`config.mk`:
```
export PLATFORM = sky130hd
export DESIGN_NAME = olcm_ctrl
export DESIGN_NICKNAME = d
export VERILOG_FILES = /design/src/sv/olcm_pkg.sv /design/src/sv/olcm_ctrl.sv
export SDC_FILE = /design/constraint.sdc
export NUM_CORES = 1
export LEC_CHECK = 0
export ABC_CLOCK_PERIOD_IN_PS = 2300
export BUFFER_PORTS_ARGS = -buffer_cell sky130_fd_sc_hd__buf_2
export CAP_MARGIN = 20
export CORE_ASPECT_RATIO = 1.1
export CORE_UTILIZATION = 37
export DETAILED_ROUTE_END_ITERATION = 8
export GPL_TIMING_DRIVEN = 1
export PLACE_DENSITY = 0.75
export SLEW_MARGIN = 20
export SYNTH_ARGS = -nofsm -noshare
export SYNTH_HDL_FRONTEND = slang
export SYNTH_SLANG_ARGS = --single-unit
```
`constraint.sdc`:
```
create_clock -name clk -period 2.3 [get_ports clk]
set_input_delay 0.23 -clock clk [delete_from_list [all_inputs] [get_ports clk]]
set_output_delay 0.23 -clock clk [all_outputs]
set_load 0.05 [all_outputs]
```
`src/sv/olcm_pkg.sv`:
```
// Shared types, codes and defaults for the offset line/column map.
`timescale 1ns / 1ps

package olcm_pkg;

  // Default sizes
  localparam int STORE_BYTES_DEF   = 65536;
  localparam int INDEX_ENTRIES_DEF = 4096;
  localparam int OFFSET_BITS_DEF   = 32;

  // Register reset
  localparam logic [15:0] RANGE_RESET = 16'd256;

  // Operation codes
  localparam logic OP_APPEND = 1'b0;
  localparam logic OP_LOOKUP = 1'b1;

  // Result status codes
  localparam logic STATUS_OK   = 1'b0;
  localparam logic STATUS_FULL = 1'b1;

  // Divider operand select
  localparam logic [1:0] DIV_SEL_TOTAL = 2'd0;
  localparam logic [1:0] DIV_SEL_NEXT  = 2'd1;
  localparam logic [1:0] DIV_SEL_OFF   = 2'd2;

  typedef struct packed {
    logic        operation;
    logic [31:0] value;
  } in_item_t;

  typedef struct packed {
    logic        status;
    logic [31:0] line_number;
    logic [31:0] column;
  } out_item_t;

  // Controller to datapath commands
  typedef struct packed {
    logic       load;
    logic       div_start;
    logic [1:0] div_sel;
    logic       save_q0;
    logic       ent_load;
    logic       idx_wr;
    logic       byte_wr;
    logic       commit;
    logic       res_full;
    logic       idx_rd;
    logic       res_entry;
    logic       lidx;
    logic       walk_rd;
    logic       hdr;
    logic       pay_rd;
    logic       pay_acc;
    logic       step;
    logic       res_walk;
    logic       emit;
  } olcm_cmd_t;

  // Datapath to controller status
  typedef struct packed {
    logic is_lookup;
    logic idx_empty;
    logic fits;
    logic div_done;
    logic ent_ok;
    logic ent_zero;
    logic last_byte;
    logic before_start;
    logic walk_end;
    logic pay_more;
    logic hit;
    logic out_free;
  } olcm_stat_t;

endpackage

```
`src/sv/olcm_ctrl.sv`:
```
// Controller state machine sequencing appends and lookups.
`timescale 1ns / 1ps

module olcm_ctrl import olcm_pkg::*; (
  input  logic       clk,
  input  logic       rst_n,
  input  logic       in_valid,
  output logic       in_stall,
  input  olcm_stat_t stat,
  output olcm_cmd_t  cmd
);

  localparam logic [3:0] S_IDLE  = 4'd0;
  localparam logic [3:0] S_CHECK = 4'd1;
  localparam logic [3:0] S_DIV0  = 4'd2;
  localparam logic [3:0] S_DIV1  = 4'd3;
  localparam logic [3:0] S_IDX   = 4'd4;
  localparam logic [3:0] S_BYTE  = 4'd5;
  localparam logic [3:0] S_LDIV  = 4'd6;
  localparam logic [3:0] S_LDIVW = 4'd7;
  localparam logic [3:0] S_LIDX  = 4'd8;
  localparam logic [3:0] S_WALK  = 4'd9;
  localparam logic [3:0] S_HDR   = 4'd10;
  localparam logic [3:0] S_PAY   = 4'd11;
  localparam logic [3:0] S_PAYW  = 4'd12;
  localparam logic [3:0] S_CMP   = 4'd13;
  localparam logic [3:0] S_DONE  = 4'd14;

  logic [3:0] state_r, state_nxt;
  logic       accept;

  assign in_stall = (state_r != S_IDLE);
  assign accept   = in_valid && !in_stall;

  // Next state and commands
  always_comb begin
    state_nxt   = state_r;
    cmd         = '0;
    cmd.div_sel = DIV_SEL_OFF;
    case (state_r)
      S_IDLE: begin
        if (accept) begin
          cmd.load = 1'b1;
          if (!stat.is_lookup) begin
            state_nxt = S_CHECK;
          end else if (stat.idx_empty) begin
            state_nxt = S_WALK;
          end else begin
            state_nxt = S_LDIV;
          end
        end
      end
      S_CHECK: begin
        if (stat.fits) begin
          cmd.div_start = 1'b1;
          cmd.div_sel   = DIV_SEL_TOTAL;
          state_nxt     = S_DIV0;
        end else begin
          cmd.res_full = 1'b1;
          state_nxt    = S_DONE;
        end
      end
      S_DIV0: begin
        if (stat.div_done) begin
          cmd.save_q0   = 1'b1;
          cmd.div_start = 1'b1;
          cmd.div_sel   = DIV_SEL_NEXT;
          state_nxt     = S_DIV1;
        end
      end
      S_DIV1: begin
        if (stat.div_done) begin
          if (stat.ent_ok) begin
            cmd.ent_load = 1'b1;
            state_nxt    = S_IDX;
          end else begin
            cmd.res_full = 1'b1;
            state_nxt    = S_DONE;
          end
        end
      end
      S_IDX: begin
        if (stat.ent_zero) begin
          state_nxt = S_BYTE;
        end else begin
          cmd.idx_wr = 1'b1;
        end
      end
      S_BYTE: begin
        cmd.byte_wr = 1'b1;
        if (stat.last_byte) begin
          cmd.commit = 1'b1;
          state_nxt  = S_DONE;
        end
      end
      S_LDIV: begin
        cmd.div_start = 1'b1;
        state_nxt     = S_LDIVW;
      end
      S_LDIVW: begin
        if (stat.div_done) begin
          cmd.idx_rd = 1'b1;
          state_nxt  = S_LIDX;
        end
      end
      S_LIDX: begin
        if (stat.before_start) begin
          cmd.res_entry = 1'b1;
          state_nxt     = S_DONE;
        end else begin
          cmd.lidx  = 1'b1;
          state_nxt = S_WALK;
        end
      end
      S_WALK: begin
        if (stat.walk_end) begin
          cmd.res_walk = 1'b1;
          state_nxt    = S_DONE;
        end else begin
          cmd.walk_rd = 1'b1;
          state_nxt   = S_HDR;
        end
      end
      S_HDR: begin
        cmd.hdr   = 1'b1;
        state_nxt = S_PAY;
      end
      S_PAY: begin
        if (stat.pay_more) begin
          cmd.pay_rd = 1'b1;
          state_nxt  = S_PAYW;
        end else begin
          state_nxt = S_CMP;
        end
      end
      S_PAYW: begin
        cmd.pay_acc = 1'b1;
        state_nxt   = S_PAY;
      end
      S_CMP: begin
        if (stat.hit) begin
          cmd.res_walk = 1'b1;
          state_nxt    = S_DONE;
        end else begin
          cmd.step  = 1'b1;
          state_nxt = S_WALK;
        end
      end
      S_DONE: begin
        if (stat.out_free) begin
          cmd.emit  = 1'b1;
          state_nxt = S_IDLE;
        end
      end
      default: begin
        state_nxt = S_IDLE;
      end
    endcase
  end

  always_ff @(posedge clk) begin
    if (!rst_n) begin
      state_r <= S_IDLE;
    end else begin
      state_r <= state_nxt;
    end
  end

endmodule

```
# ---- After elaboration in Yosys (flattened, before gate mapping)
# Index checks and enable logic that the tools add are counted.
dict set report totals {
  reg_bits 4
  latch_bits 0
  ramBits 0
  romBits 0
  out_inout_bits 21
  n_memories 0
}
dict set report op_classes {
  n_addsub 0
  mul 0
  div 0
  magnitude_cmp 0
  n_eq_ne 21
  shifts 0
  n_mux 52
  n_bitwise 0
  n_reduce_logical 6
}
# cell n
set ops {}
lappend ops {{$pmux W4 S14} 1}
lappend ops {{$mux W4} 12}
lappend ops {{$mux W1} 29}
lappend ops {{$eq A4 B4 Y1 const B} 7}
lappend ops {{$eq A4 B3 Y1 const B} 4}
lappend ops {{$ne A2 B2 Y1 const B} 7}
lappend ops {{$mux W3} 4}
lappend ops {{$eq A4 B2 Y1 const B} 2}
lappend ops {{$reduce_and A7 Y1} 1}
lappend ops {{$eq A4 B1 Y1 const B} 1}
lappend ops {{$logic_not A4 Y1} 1}
lappend ops {{$mux W2} 2}
lappend ops {{$pmux W1 S2} 2}
lappend ops {{$pmux W2 S2} 1}
lappend ops {{$reduce_bool A4 Y1} 1}
lappend ops {{$pmux W1 S3} 1}
lappend ops {{$reduce_or A2 Y1} 1}
lappend ops {{$logic_and A1 B1 Y1} 1}
lappend ops {{$logic_not A1 Y1} 1}

# ---- Logic depth before layout (Yosys ltp)
# Gate-level depths: netlist of the first run.
dict set report logic_depth {
  ltp_word 5
  mapped_depth 6
}

# ---- Worst setup path after synthesis of the first run
# OpenSTA, ideal clock, no wires.
dict set report synth_path {
  kind {register to register}
  start {register state_r[3]}
  end {register state_r[2]}
  arrival_time_ns 2.875
  required_ns 2.242
  setup_slack_ns -0.633
  stages_incl_launch_ff 7
  cell_sequence {dfxtp_1 -> buf_2 -> nand2b_1 -> nor4b_1 -> nor2_1 -> a211o_1 -> nand2_1}
}
dict set report synth_between {
  elab_chain_len 5
  elab_cells_between_ends 28
  cone_classes {eq/ne (21); mux (1); reduce/logical (6)}
}
# element line
set synth_lines {}
lappend synth_lines {{from (decl)} olcm_ctrl.sv:29} ;# logic [3:0] state_r, state_nxt;
lappend synth_lines {{from (signal assigned)} olcm_ctrl.sv:165} ;# state_r <= state_nxt;
lappend synth_lines {{$reduce_bool A4 Y1} olcm_ctrl.sv:32} ;# assign in_stall = (state_r != S_IDLE);
lappend synth_lines {{$logic_not A1 Y1} olcm_ctrl.sv:33} ;# assign accept = in_valid && !in_stall;
lappend synth_lines {{$logic_and A1 B1 Y1} olcm_ctrl.sv:33}
lappend synth_lines {{$ne A2 B2 Y1 (no line)} -}
lappend synth_lines {{$reduce_and A7 Y1 (no line)} -}
# Parallel ways exist; a longest one is shown, timed or not.
# A chain may end at the register's enable or synchronous reset.

==> results.py, run 1 <==
metrics = {
    "grt": {
        "grt_pass1_wl_um": 2900,
        "antenna_found_initial": 0,
        "grt_start_max_net_pins": 18,
        "grt_usage_pct": 22.6,
        "overflow": 0,
        "grt_pass1_vias": 691,
    },
    "detailed_routing": {
        "drc_errors": 0,
        "viasPerCell": 5.84,
        "ant_nets": 0,
        "dr.pass1.iters": 4,
        "drt-total-wl_um": 2000,
        "route.vias.total": 858,
        "wl_per_cell_um": 13.6,
        "drt_iter0_drc": 26,
    },
    "power": {
        "p_clk_share_pct": 8.5,
        "power_density_mw_per_mm2": 1330,
        "peakVddDrop_uv": 543,
        "power.share.combinational_pct": 75.1,
        "internal-power_uw": 449,
        "p_leak_uw": 0.000423,
        "power_switching_share_pct": 61.1,
        "switching_power_uw": 706,
        "finalPower_uw": 1160,
        "seq_power_share_pct": 16.4,
    },
    "timing": {
        "finClkSkew_ns": 0.00424,
        "rsz0062_at_grt": "false",
        "relSlewSlack_pct": 65.5,
        "max_freq_ghz": 0.474,
        "finalCritPeriodShare_pct": 91.7,
        "fin_ws_ns": 0.191,
        "finalMaxSlewViolations": 0,
        "period_needed_ns": 2.11,
        "worstMarginPinSlew_ns": 0.504,
        "hold_ws_ns": 0.273,
        "hold_viol": 0,
        "setup_viol_count_final": 0,
    },
    "cells_and_area": {
        "layout_commonest_cell": "buf_2",
        "final_cell_mix": "buf_2 (35), nor2_1 (10), nand2_1 (8)",
        "largest_reg_flops": 4,
        "drive_gt1_share_pct": 41.5,
        "reg.largest.list": "state_r (4)",
        "layout.nets": 147,
        "num_antenna_cells": 0,
        "top_register": "state_r",
        "nFillCells": 158,
        "areaGrowthSynthToFinish_pct": 38.8,
    },
    "worst_setup_path": {
        "cp.required_ns": 2.07,
        "crit_type": "register to output pin",
        "crit_arrival_ns": 1.88,
        "path_max_fanout": 14,
        "crit_path_top_delay_cell": "dfxtp_1",
        "crit_chain": "buf_4 > nor2b_1 > a21oi_1 > or3_1 > buf_2",
        "crit_path_max_incr_delay_ns": 0.56,
        "rr_worst_depth": 5,
        "critPathCaptureType": "output pin",
        "crit_path_start_kind": "register",
    },
    "yosys": {
        "synth-compound-area-share_pct": 24.6,
        "postSynthCellCount": 96,
        "synth-adder-area-share_pct": 0,
        "synth_area_um2": 626,
        "ys_seq_area_share_pct": 12.8,
        "synth_seq_cells": 4,
        "yosys.area_share.xor_xnor_pct": 0,
        "syn_nets": 111,
        "avgSynthCellArea_um2": 6.52,
        "synth_cell_types": 35,
        "ys_warn_count": 0,
        "synth_top_family_by_area": "simple AND/OR/NAND/NOR gates",
        "synth_mux_area_share_pct": 7.20,
        "synth-simple-area-share_pct": 46.0,
    },
    "floorplanning": {
        "die_w_um": 41.2,
        "io_pins": 36,
        "core_mm2": 0.00158,
        "initial_core_util_pct": 39.7,
        "std_cell_rows": 15,
        "die_y_um": 45.1,
        "dieArea_mm2": 0.00186,
    },
    "placed_design": {
        "hpwl_um": 1500,
        "place_congestion": 0.821,
        "io_buffers": 35,
        "dp_slack_ns": 0.377,
    },
    "min_path": {
        "hold_depth": 2,
        "min_path_type": "primary input to register",
    },
    "clocking": {
        "clock-root-buffer": "clkbuf_4",
        "clockBufferDepth": 2,
        "cts_tree": "done",
        "cts_setup_buffers": 0,
        "htree_levels": 1,
        "clock-sinks": 4,
        "cts_buffers": 3,
        "clk_pin_slew_ns": 0.04,
        "clkLatencyLatePin_ns": 0.25,
    },
    "run_status": {
        "status": "completed",
    },
    "run": {
        "max-cap-violations": 0,
    },
}
-- power by group through the flow --
stage	sequential (uW)	clock, uW	combinational [uW]
2_1_floorplan	130	0	731
3_3_place_gp	183	0	842
3_5_place_dp	188	0	856
4_1_cts	186	95.8	862
5_1_grt	198	102	931
6_report	190	97.7	868
-- worst paths after layout --
check | from | endpoint | slack (ns)
max | state_r[1] | cmd[17] | 0.19
min | rst_n | state_r[3] | 0.27
max reg2reg | state_r[1] | state_r[0] | 0.43
min reg2reg | state_r[0] | state_r[0] | 0.66
-- layer usage --
metal  part of all wire [%]  global-route usage (%)
met4                   0.55                    9.03
met5                      0                       0
met1                     44                    27.6
met3                    5.4                    4.93
met2                     50                    37.2
-- worst max-delay path, delay by kind of cell, from the launching register on --
family,cells,cell delay (ns)
buffers and inverters,2,0.48
AOI/OAI and AO/OA,1,0.09
and+or+nand+nor,2,0.49
DFF,1,0.56
-- cells in the mapped netlist (all sizes together) --
cell | n | area share, %
nor2b | 2 | 2.0
or3 | 3 | 3.0
and2 | 1 | 1.0
nor3b | 2 | 2.4
nor4b | 1 | 1.4
o22ai | 1 | 1.0
a32o | 1 | 1.8
mux2i | 3 | 4.8
nand2b | 5 | 6.6
a21oi | 6 | 4.8
and3 | 1 | 1.2
a211o | 2 | 2.8
a2111oi | 1 | 1.4
dfxtp | 4 | 13
clkbuf | 2 | 1.2
nand2 | 8 | 4.8
or4b | 1 | 1.6
buf | 6 | 4.6
o21ai | 4 | 3.2
inv | 6 | 3.6
mux2 | 1 | 2.4
a32oi | 1 | 1.4
a221o | 1 | 1.6
nor2 | 10 | 6.0
nand3 | 6 | 4.8
nor3 | 9 | 7.2
a221oi | 1 | 1.4
a31oi | 1 | 1.0
o211ai | 2 | 2.4
o221a | 1 | 1.8
nor4 | 3 | 4.0
-- stage by stage --
stage	utilization [%]	TNS, ns	area, um2	cells
2_1_floorplan	-	-0.343	654	96
3_3_place_gp	53.6	0	845	144
3_5_place_dp	53.6	0	845	144
4_1_cts	55.0	0	867	147
5_1_grt	55.1	0	868	147
6_report	55.1	0	868	147
-- area by class of cell --
type	instances	area (um2)	share of cell area, %
Multi-Input combinational cell	78	515	59.4
Timing Repair Buffer	39	205	23.6
Sequential cell	4	81.3	9.37
Clock buffer	3	22.5	2.59
Inverter	6	22.5	2.59
Tap cell	17	21.3	2.45
-- kinds of logic (layout without fill, tap and decap cells) --
kind of cell           count (synthesis)  count (layout)
DFF                                    4               4
and+or+nand+nor                       52              52
muxes                                  4               4
buffers and inverters                 14              48
AOI/OAI and AO/OA                     22              22
-- what timing repair did --
| item | CTS | global route |
|---|---|---|
| setup endpoints to repair | 0 | 1 |
| gates resized for setup | 0 | 1 |
| hold buffers | 0 | 0 |
(Power assumes the default switching activity.)
==> run 2, diff against run 1 <==
--- a/config.mk
+++ b/config.mk
@@ -6,13 +6,13 @@
 export NUM_CORES = 1
 export LEC_CHECK = 0
 export ABC_CLOCK_PERIOD_IN_PS = 2300
-export BUFFER_PORTS_ARGS = -buffer_cell sky130_fd_sc_hd__buf_2
 export CAP_MARGIN = 20
 export CORE_ASPECT_RATIO = 1.1
 export CORE_UTILIZATION = 37
 export DETAILED_ROUTE_END_ITERATION = 8
+export DONT_BUFFER_PORTS = 1
 export GPL_TIMING_DRIVEN = 1
-export PLACE_DENSITY = 0.75
+export PLACE_DENSITY = 0.57
 export SLEW_MARGIN = 20
 export SYNTH_ARGS = -nofsm -noshare
 export SYNTH_HDL_FRONTEND = slang
==> run 2 against run 1 <==
  * Die area unchanged
  * Register-to-register slack worse by 0.05 ns
  * Critical path depth down 2
  * Critical endpoint is now cmd[8]
  * Highest routed layer unchanged
==> results.py, run 2 (synthesized netlist as in run 1, its figures left out) <==
metrics = {
    "run_status": {
        "status": "completed",
    },
    "placed_design": {
        "dp.cells": 129,
        "io_buffers": 0,
        "hpwl_um": 1420,
        "place_congestion": 0.843,
        "dpl_cell_area_um2": 842,
    },
    "min_path": {
        "min_path_type": "primary input to register",
        "hp-start": "rst_n",
    },
    "clocking": {
        "clk_pin_slew_ns": 0.04,
        "clock-sinks": 4,
        "ctsResizeCount": 0,
        "htree_levels": 1,
        "cts_tree": "done",
        "clock-root-buffer": "clkbuf_4",
        "cts_buffers": 3,
        "cts_setup_buffers": 0,
        "clkLatencyLatePin_ns": 0.24,
        "postCtsHoldBufs": 0,
        "clockBufferDepth": 2,
    },
    "floorplanning": {
        "std_cell_rows": 15,
        "dieArea_mm2": 0.00186,
        "die_y_um": 45.1,
        "die_w_um": 41.2,
        "initial_core_util_pct": 39.7,
        "io_pins": 36,
        "core_mm2": 0.00158,
    },
    "worst_setup_path": {
        "path_max_fanout": 17,
        "crit_path_end": "cmd[8]",
        "critPathCaptureType": "output pin",
        "r2r-start": "state_r[3]",
        "cp.required_ns": 2.07,
        "worstReg2RegEnd": "state_r[3]",
        "crit_arrival_ns": 1.89,
        "worstSetupStartpoint": "state_r[3]",
        "rr_worst_depth": 5,
        "reg2reg_slack_ns": 0.38,
        "crit_path_start_kind": "register",
        "crit_type": "register to output pin",
    },
    "run": {
        "max-cap-violations": 0,
    },
    "grt": {
        "use_met3_pct": 1.97,
        "grt_start_max_net_pins": 25,
        "grt_util_met2_pct": 30.0,
        "grt_usage_pct": 20.6,
        "grtUsageMet1_pct": 31.5,
        "overflow": 0,
        "grt_pass1_wl_um": 2690,
        "busiest_layer": "met1",
        "antenna_found_initial": 0,
        "grt_pass1_vias": 603,
    },
    "detailed_routing": {
        "route.vias.total": 777,
        "drt-total-wl_um": 1890,
        "viasPerCell": 5.89,
        "ant_nets": 0,
        "drt_iter0_drc": 18,
        "wl_per_cell_um": 14.3,
        "drc_errors": 0,
        "dr.pass1.iters": 4,
    },
    "timing": {
        "period_needed_ns": 2.12,
        "worstMarginPinSlew_ns": 0.625,
        "finalSetupTns_ns": 0,
        "rsz0062_at_grt": "false",
        "hold_viol": 0,
        "setup_viol_count_final": 0,
        "max_freq_ghz": 0.472,
        "finClkSkew_ns": 0.00217,
        "relSlewSlack_pct": 58.3,
        "finalMaxSlewViolations": 0,
        "finalCritPeriodShare_pct": 92.1,
        "hold_ws_ns": 0.134,
    },
    "cells_and_area": {
        "final_util_pct": 54.8,
        "largest_reg_flops": 4,
        "layout.nets": 132,
        "layout_commonest_cell": "buf_4",
        "fin_area_um2": 865,
        "multiInputGateArea_um2": 526,
        "num_antenna_cells": 0,
        "final_cell_mix": "buf_4 (23), nor2_1 (10), nand2_1 (8)",
        "nFillCells": 167,
        "register_area_um2": 80.1,
        "drive_gt1_share_pct": 34.8,
        "reg.largest.list": "state_r (4)",
        "top_register": "state_r",
        "areaGrowthSynthToFinish_pct": 38.2,
        "fin_cells": 132,
    },
    "power": {
        "power_density_mw_per_mm2": 1350,
        "peakVddDrop_uv": 530,
        "p_leak_uw": 0.000369,
    },
}
==> run 2: metrics by stage <==
| step | worst slack [ns] | total power (uW) |
|---|---|---|
| 2_1_floorplan | -0.0785 | 861 |
| 3_3_place_gp | 0.486 | 1060 |
| 3_5_place_dp | 0.427 | 1070 |
| 4_1_cts | 0.201 | 1160 |
| 5_1_grt | 0.0923 | 1250 |
| 6_report | 0.181 | 1170 |
==> run 2: final cells by class <==
type / instances / share of cell area [%]
flip-flops and latches: 4 / 9.26
inverters: 6 / 2.60
well taps: 17 / 2.46
multi-input cells: 78 / 60.8
repair buffers: 24 / 22.3
clock buffers: 3 / 2.60
==> run 2: where the power goes <==
| group | switching [uW] | leakage [uW] | internal [uW] |
|---|---|---|---|
| sequential | 54.7 | 0.0000331 | 99.5 |
| combinational | 605 | 0.000322 | 316 |
| clock | 31.6 | 0.0000138 | 58.6 |
==> run 2: how the worst min path moves through the flow <==
stage | endpoint | slack (ns) | cells after the start
floorplan | state_r[2] | 0.37 | 2
global placement | state_r[2] | 0.38 | 2
detailed placement | state_r[2] | 0.38 | 2
CTS | state_r[2] | 0.13 | 2
global route | state_r[3] | 0.13 | 1
finish | state_r[2] | 0.13 | 2
==> run 2: routing by layer <==
| metal | wire length (um) | vias to the layer above |
|---|---|---|
| met2 | 877 | 34 |
| li1 | - | 390 |
| met4 | 17 | 0 |
| met5 | 0 | - |
| met1 | 823 | 351 |
| met3 | 166 | 2 |
==> run 2: worst max-delay path: stages, from the launching register on <==
cell and delay (ns):
dfxtp_1 0.71, nand2b_1 0.33, nor4b_2 0.35, buf_4 0.25
==> run 3, diff against run 2 <==
--- a/config.mk
+++ b/config.mk
@@ -9,6 +9,7 @@
 export CAP_MARGIN = 20
 export CORE_ASPECT_RATIO = 1.1
 export CORE_UTILIZATION = 37
+export CTS_BUF_LIST = sky130_fd_sc_hd__clkbuf_8
 export DETAILED_ROUTE_END_ITERATION = 8
 export DONT_BUFFER_PORTS = 1
 export GPL_TIMING_DRIVEN = 1
==> run 3 against run 2 <==
  * Maximum frequency is 1.9% higher
  * Power is 5.3% higher
  * Clock-buffer cell count stayed put
  * Via count is 0.39% lower
  * Sequential power hardly changed
  * Final cell count stayed put
  * Sequential share of layout area is 0.20 points lower
  * Die area stayed put
  * Critical path type unchanged
==> results.py, run 3 (synthesized netlist as in run 1, its figures left out) <==
metrics = {
    "timing": {
        "period_needed_ns": 2.08,
        "finClkSkew_ns": 0.00218,
        "hold_viol": 0,
        "relSlewSlack_pct": 59.2,
        "finalCritPeriodShare_pct": 90.4,
        "rsz0062_at_grt": "false",
        "fin_ws_ns": 0.221,
        "setup_viol_count_final": 0,
        "max_freq_ghz": 0.481,
        "worstMarginPinSlew_ns": 0.611,
        "hold_ws_ns": 0.157,
        "finalMaxSlewViolations": 0,
    },
    "cells_and_area": {
        "num_antenna_cells": 0,
        "layout_commonest_cell": "buf_4",
        "top_register": "state_r",
        "final_cell_mix": "buf_4 (23), nor2_1 (10), nand2_1 (8)",
        "layout.nets": 132,
        "drive_gt1_share_pct": 34.8,
        "final_util_pct": 56.0,
        "reg.largest.list": "state_r (4)",
        "largest_reg_flops": 4,
        "areaGrowthSynthToFinish_pct": 41.2,
    },
    "worst_setup_path": {
        "crit_path_max_incr_delay_ns": 0.70,
        "crit_path_top_delay_cell": "dfxtp_1",
        "crit_type": "register to output pin",
        "critPathCaptureType": "output pin",
        "crit_arrival_ns": 1.85,
        "path_max_fanout": 17,
        "crit_chain": "nand2b_1 > nor4b_2 > buf_4",
        "cp.required_ns": 2.07,
        "crit_path_start_kind": "register",
    },
    "detailed_routing": {
        "dr.pass1.iters": 4,
        "drc_errors": 0,
        "wl_per_cell_um": 14.4,
        "ant_nets": 0,
        "viasPerCell": 5.86,
        "route.vias.total": 774,
        "drt_iter0_drc": 18,
        "drt-total-wl_um": 1900,
    },
    "clocking": {
        "clock-root-buffer": "clkbuf_8",
        "htree_levels": 1,
        "cts_setup_buffers": 0,
        "cts_buffers": 3,
        "clock-sinks": 4,
        "postCtsHoldBufs": 0,
        "cts_tree": "done",
        "clockBufferDepth": 2,
        "clkLatencyLatePin_ns": 0.22,
        "ctsResizeCount": 0,
        "clk_pin_slew_ns": 0.03,
    },
    "floorplanning": {
        "core_mm2": 0.00158,
        "io_pins": 36,
        "std_cell_rows": 15,
        "initial_core_util_pct": 39.7,
        "die_w_um": 41.2,
        "die_y_um": 45.1,
        "dieArea_mm2": 0.00186,
    },
    "placed_design": {
        "place_congestion": 0.843,
        "io_buffers": 0,
        "dp_slack_ns": 0.427,
        "hpwl_um": 1420,
    },
    "power": {
        "peakVddDrop_uv": 578,
        "power_density_mw_per_mm2": 1390,
        "p_leak_uw": 0.000377,
    },
    "grt": {
        "grt_pass1_wl_um": 2700,
        "grt_start_max_net_pins": 25,
        "antenna_found_initial": 0,
        "grt_usage_pct": 20.8,
        "grt_pass1_vias": 608,
        "overflow": 0,
    },
    "min_path": {
        "min_path_type": "primary input to register",
    },
    "run": {
        "max-cap-violations": 0,
    },
    "run_status": {
        "status": "completed",
    },
}
[run 3: where the power goes]
group          switching, uW  internal, uW
Combinational            608           316
Clock                   38.3           112
Sequential              54.0          99.6
[run 3: per-layer routing]
metal  vias to the layer above  global-route usage, %  wire (um)
met4                         0                   5.81         17
met2                        25                   30.0        882
met5                         -                      0          0
met3                         2                   3.45        104
li1                        392                      -          -
met1                       355                   31.5        895
[run 3: stage by stage]
step | setup TNS, ns | power, uW | std cells | instance area, um2
2_1_floorplan | -0.343 | 861 | 96 | 654
4_1_cts | 0 | 1220 | 132 | 883
6_report | 0 | 1230 | 132 | 883
5_1_grt | 0 | 1310 | 132 | 883
3_5_place_dp | 0 | 1070 | 129 | 842
3_3_place_gp | 0 | 1060 | 129 | 842
[run 3: area by class of cell]
class,instances,area (um2)
inverters,6,22.5
multi-input cells,78,526
fillers,163,693
clock buffers,3,41.3
flip-flops and latches,4,80.1
well taps,17,21.3
repair buffers,24,193
[run 3: path summary, 6_finish.rpt]
check | slack, ns | start | cells past startpoint | end
min | 0.16 | rst_n | 2 | state_r[2]
max reg2reg | 0.38 | state_r[3] | 5 | state_r[0]
max | 0.22 | state_r[3] | 3 | cmd[8]
min reg2reg | 0.70 | state_r[0] | 3 | state_r[0]
[run 3: worst max-delay path, delay by kind of cell (launching register included)]
kind / cells / cell delay (ns)
buf+inv: 1 / 0.25
simple gates: 2 / 0.68
flops: 1 / 0.70
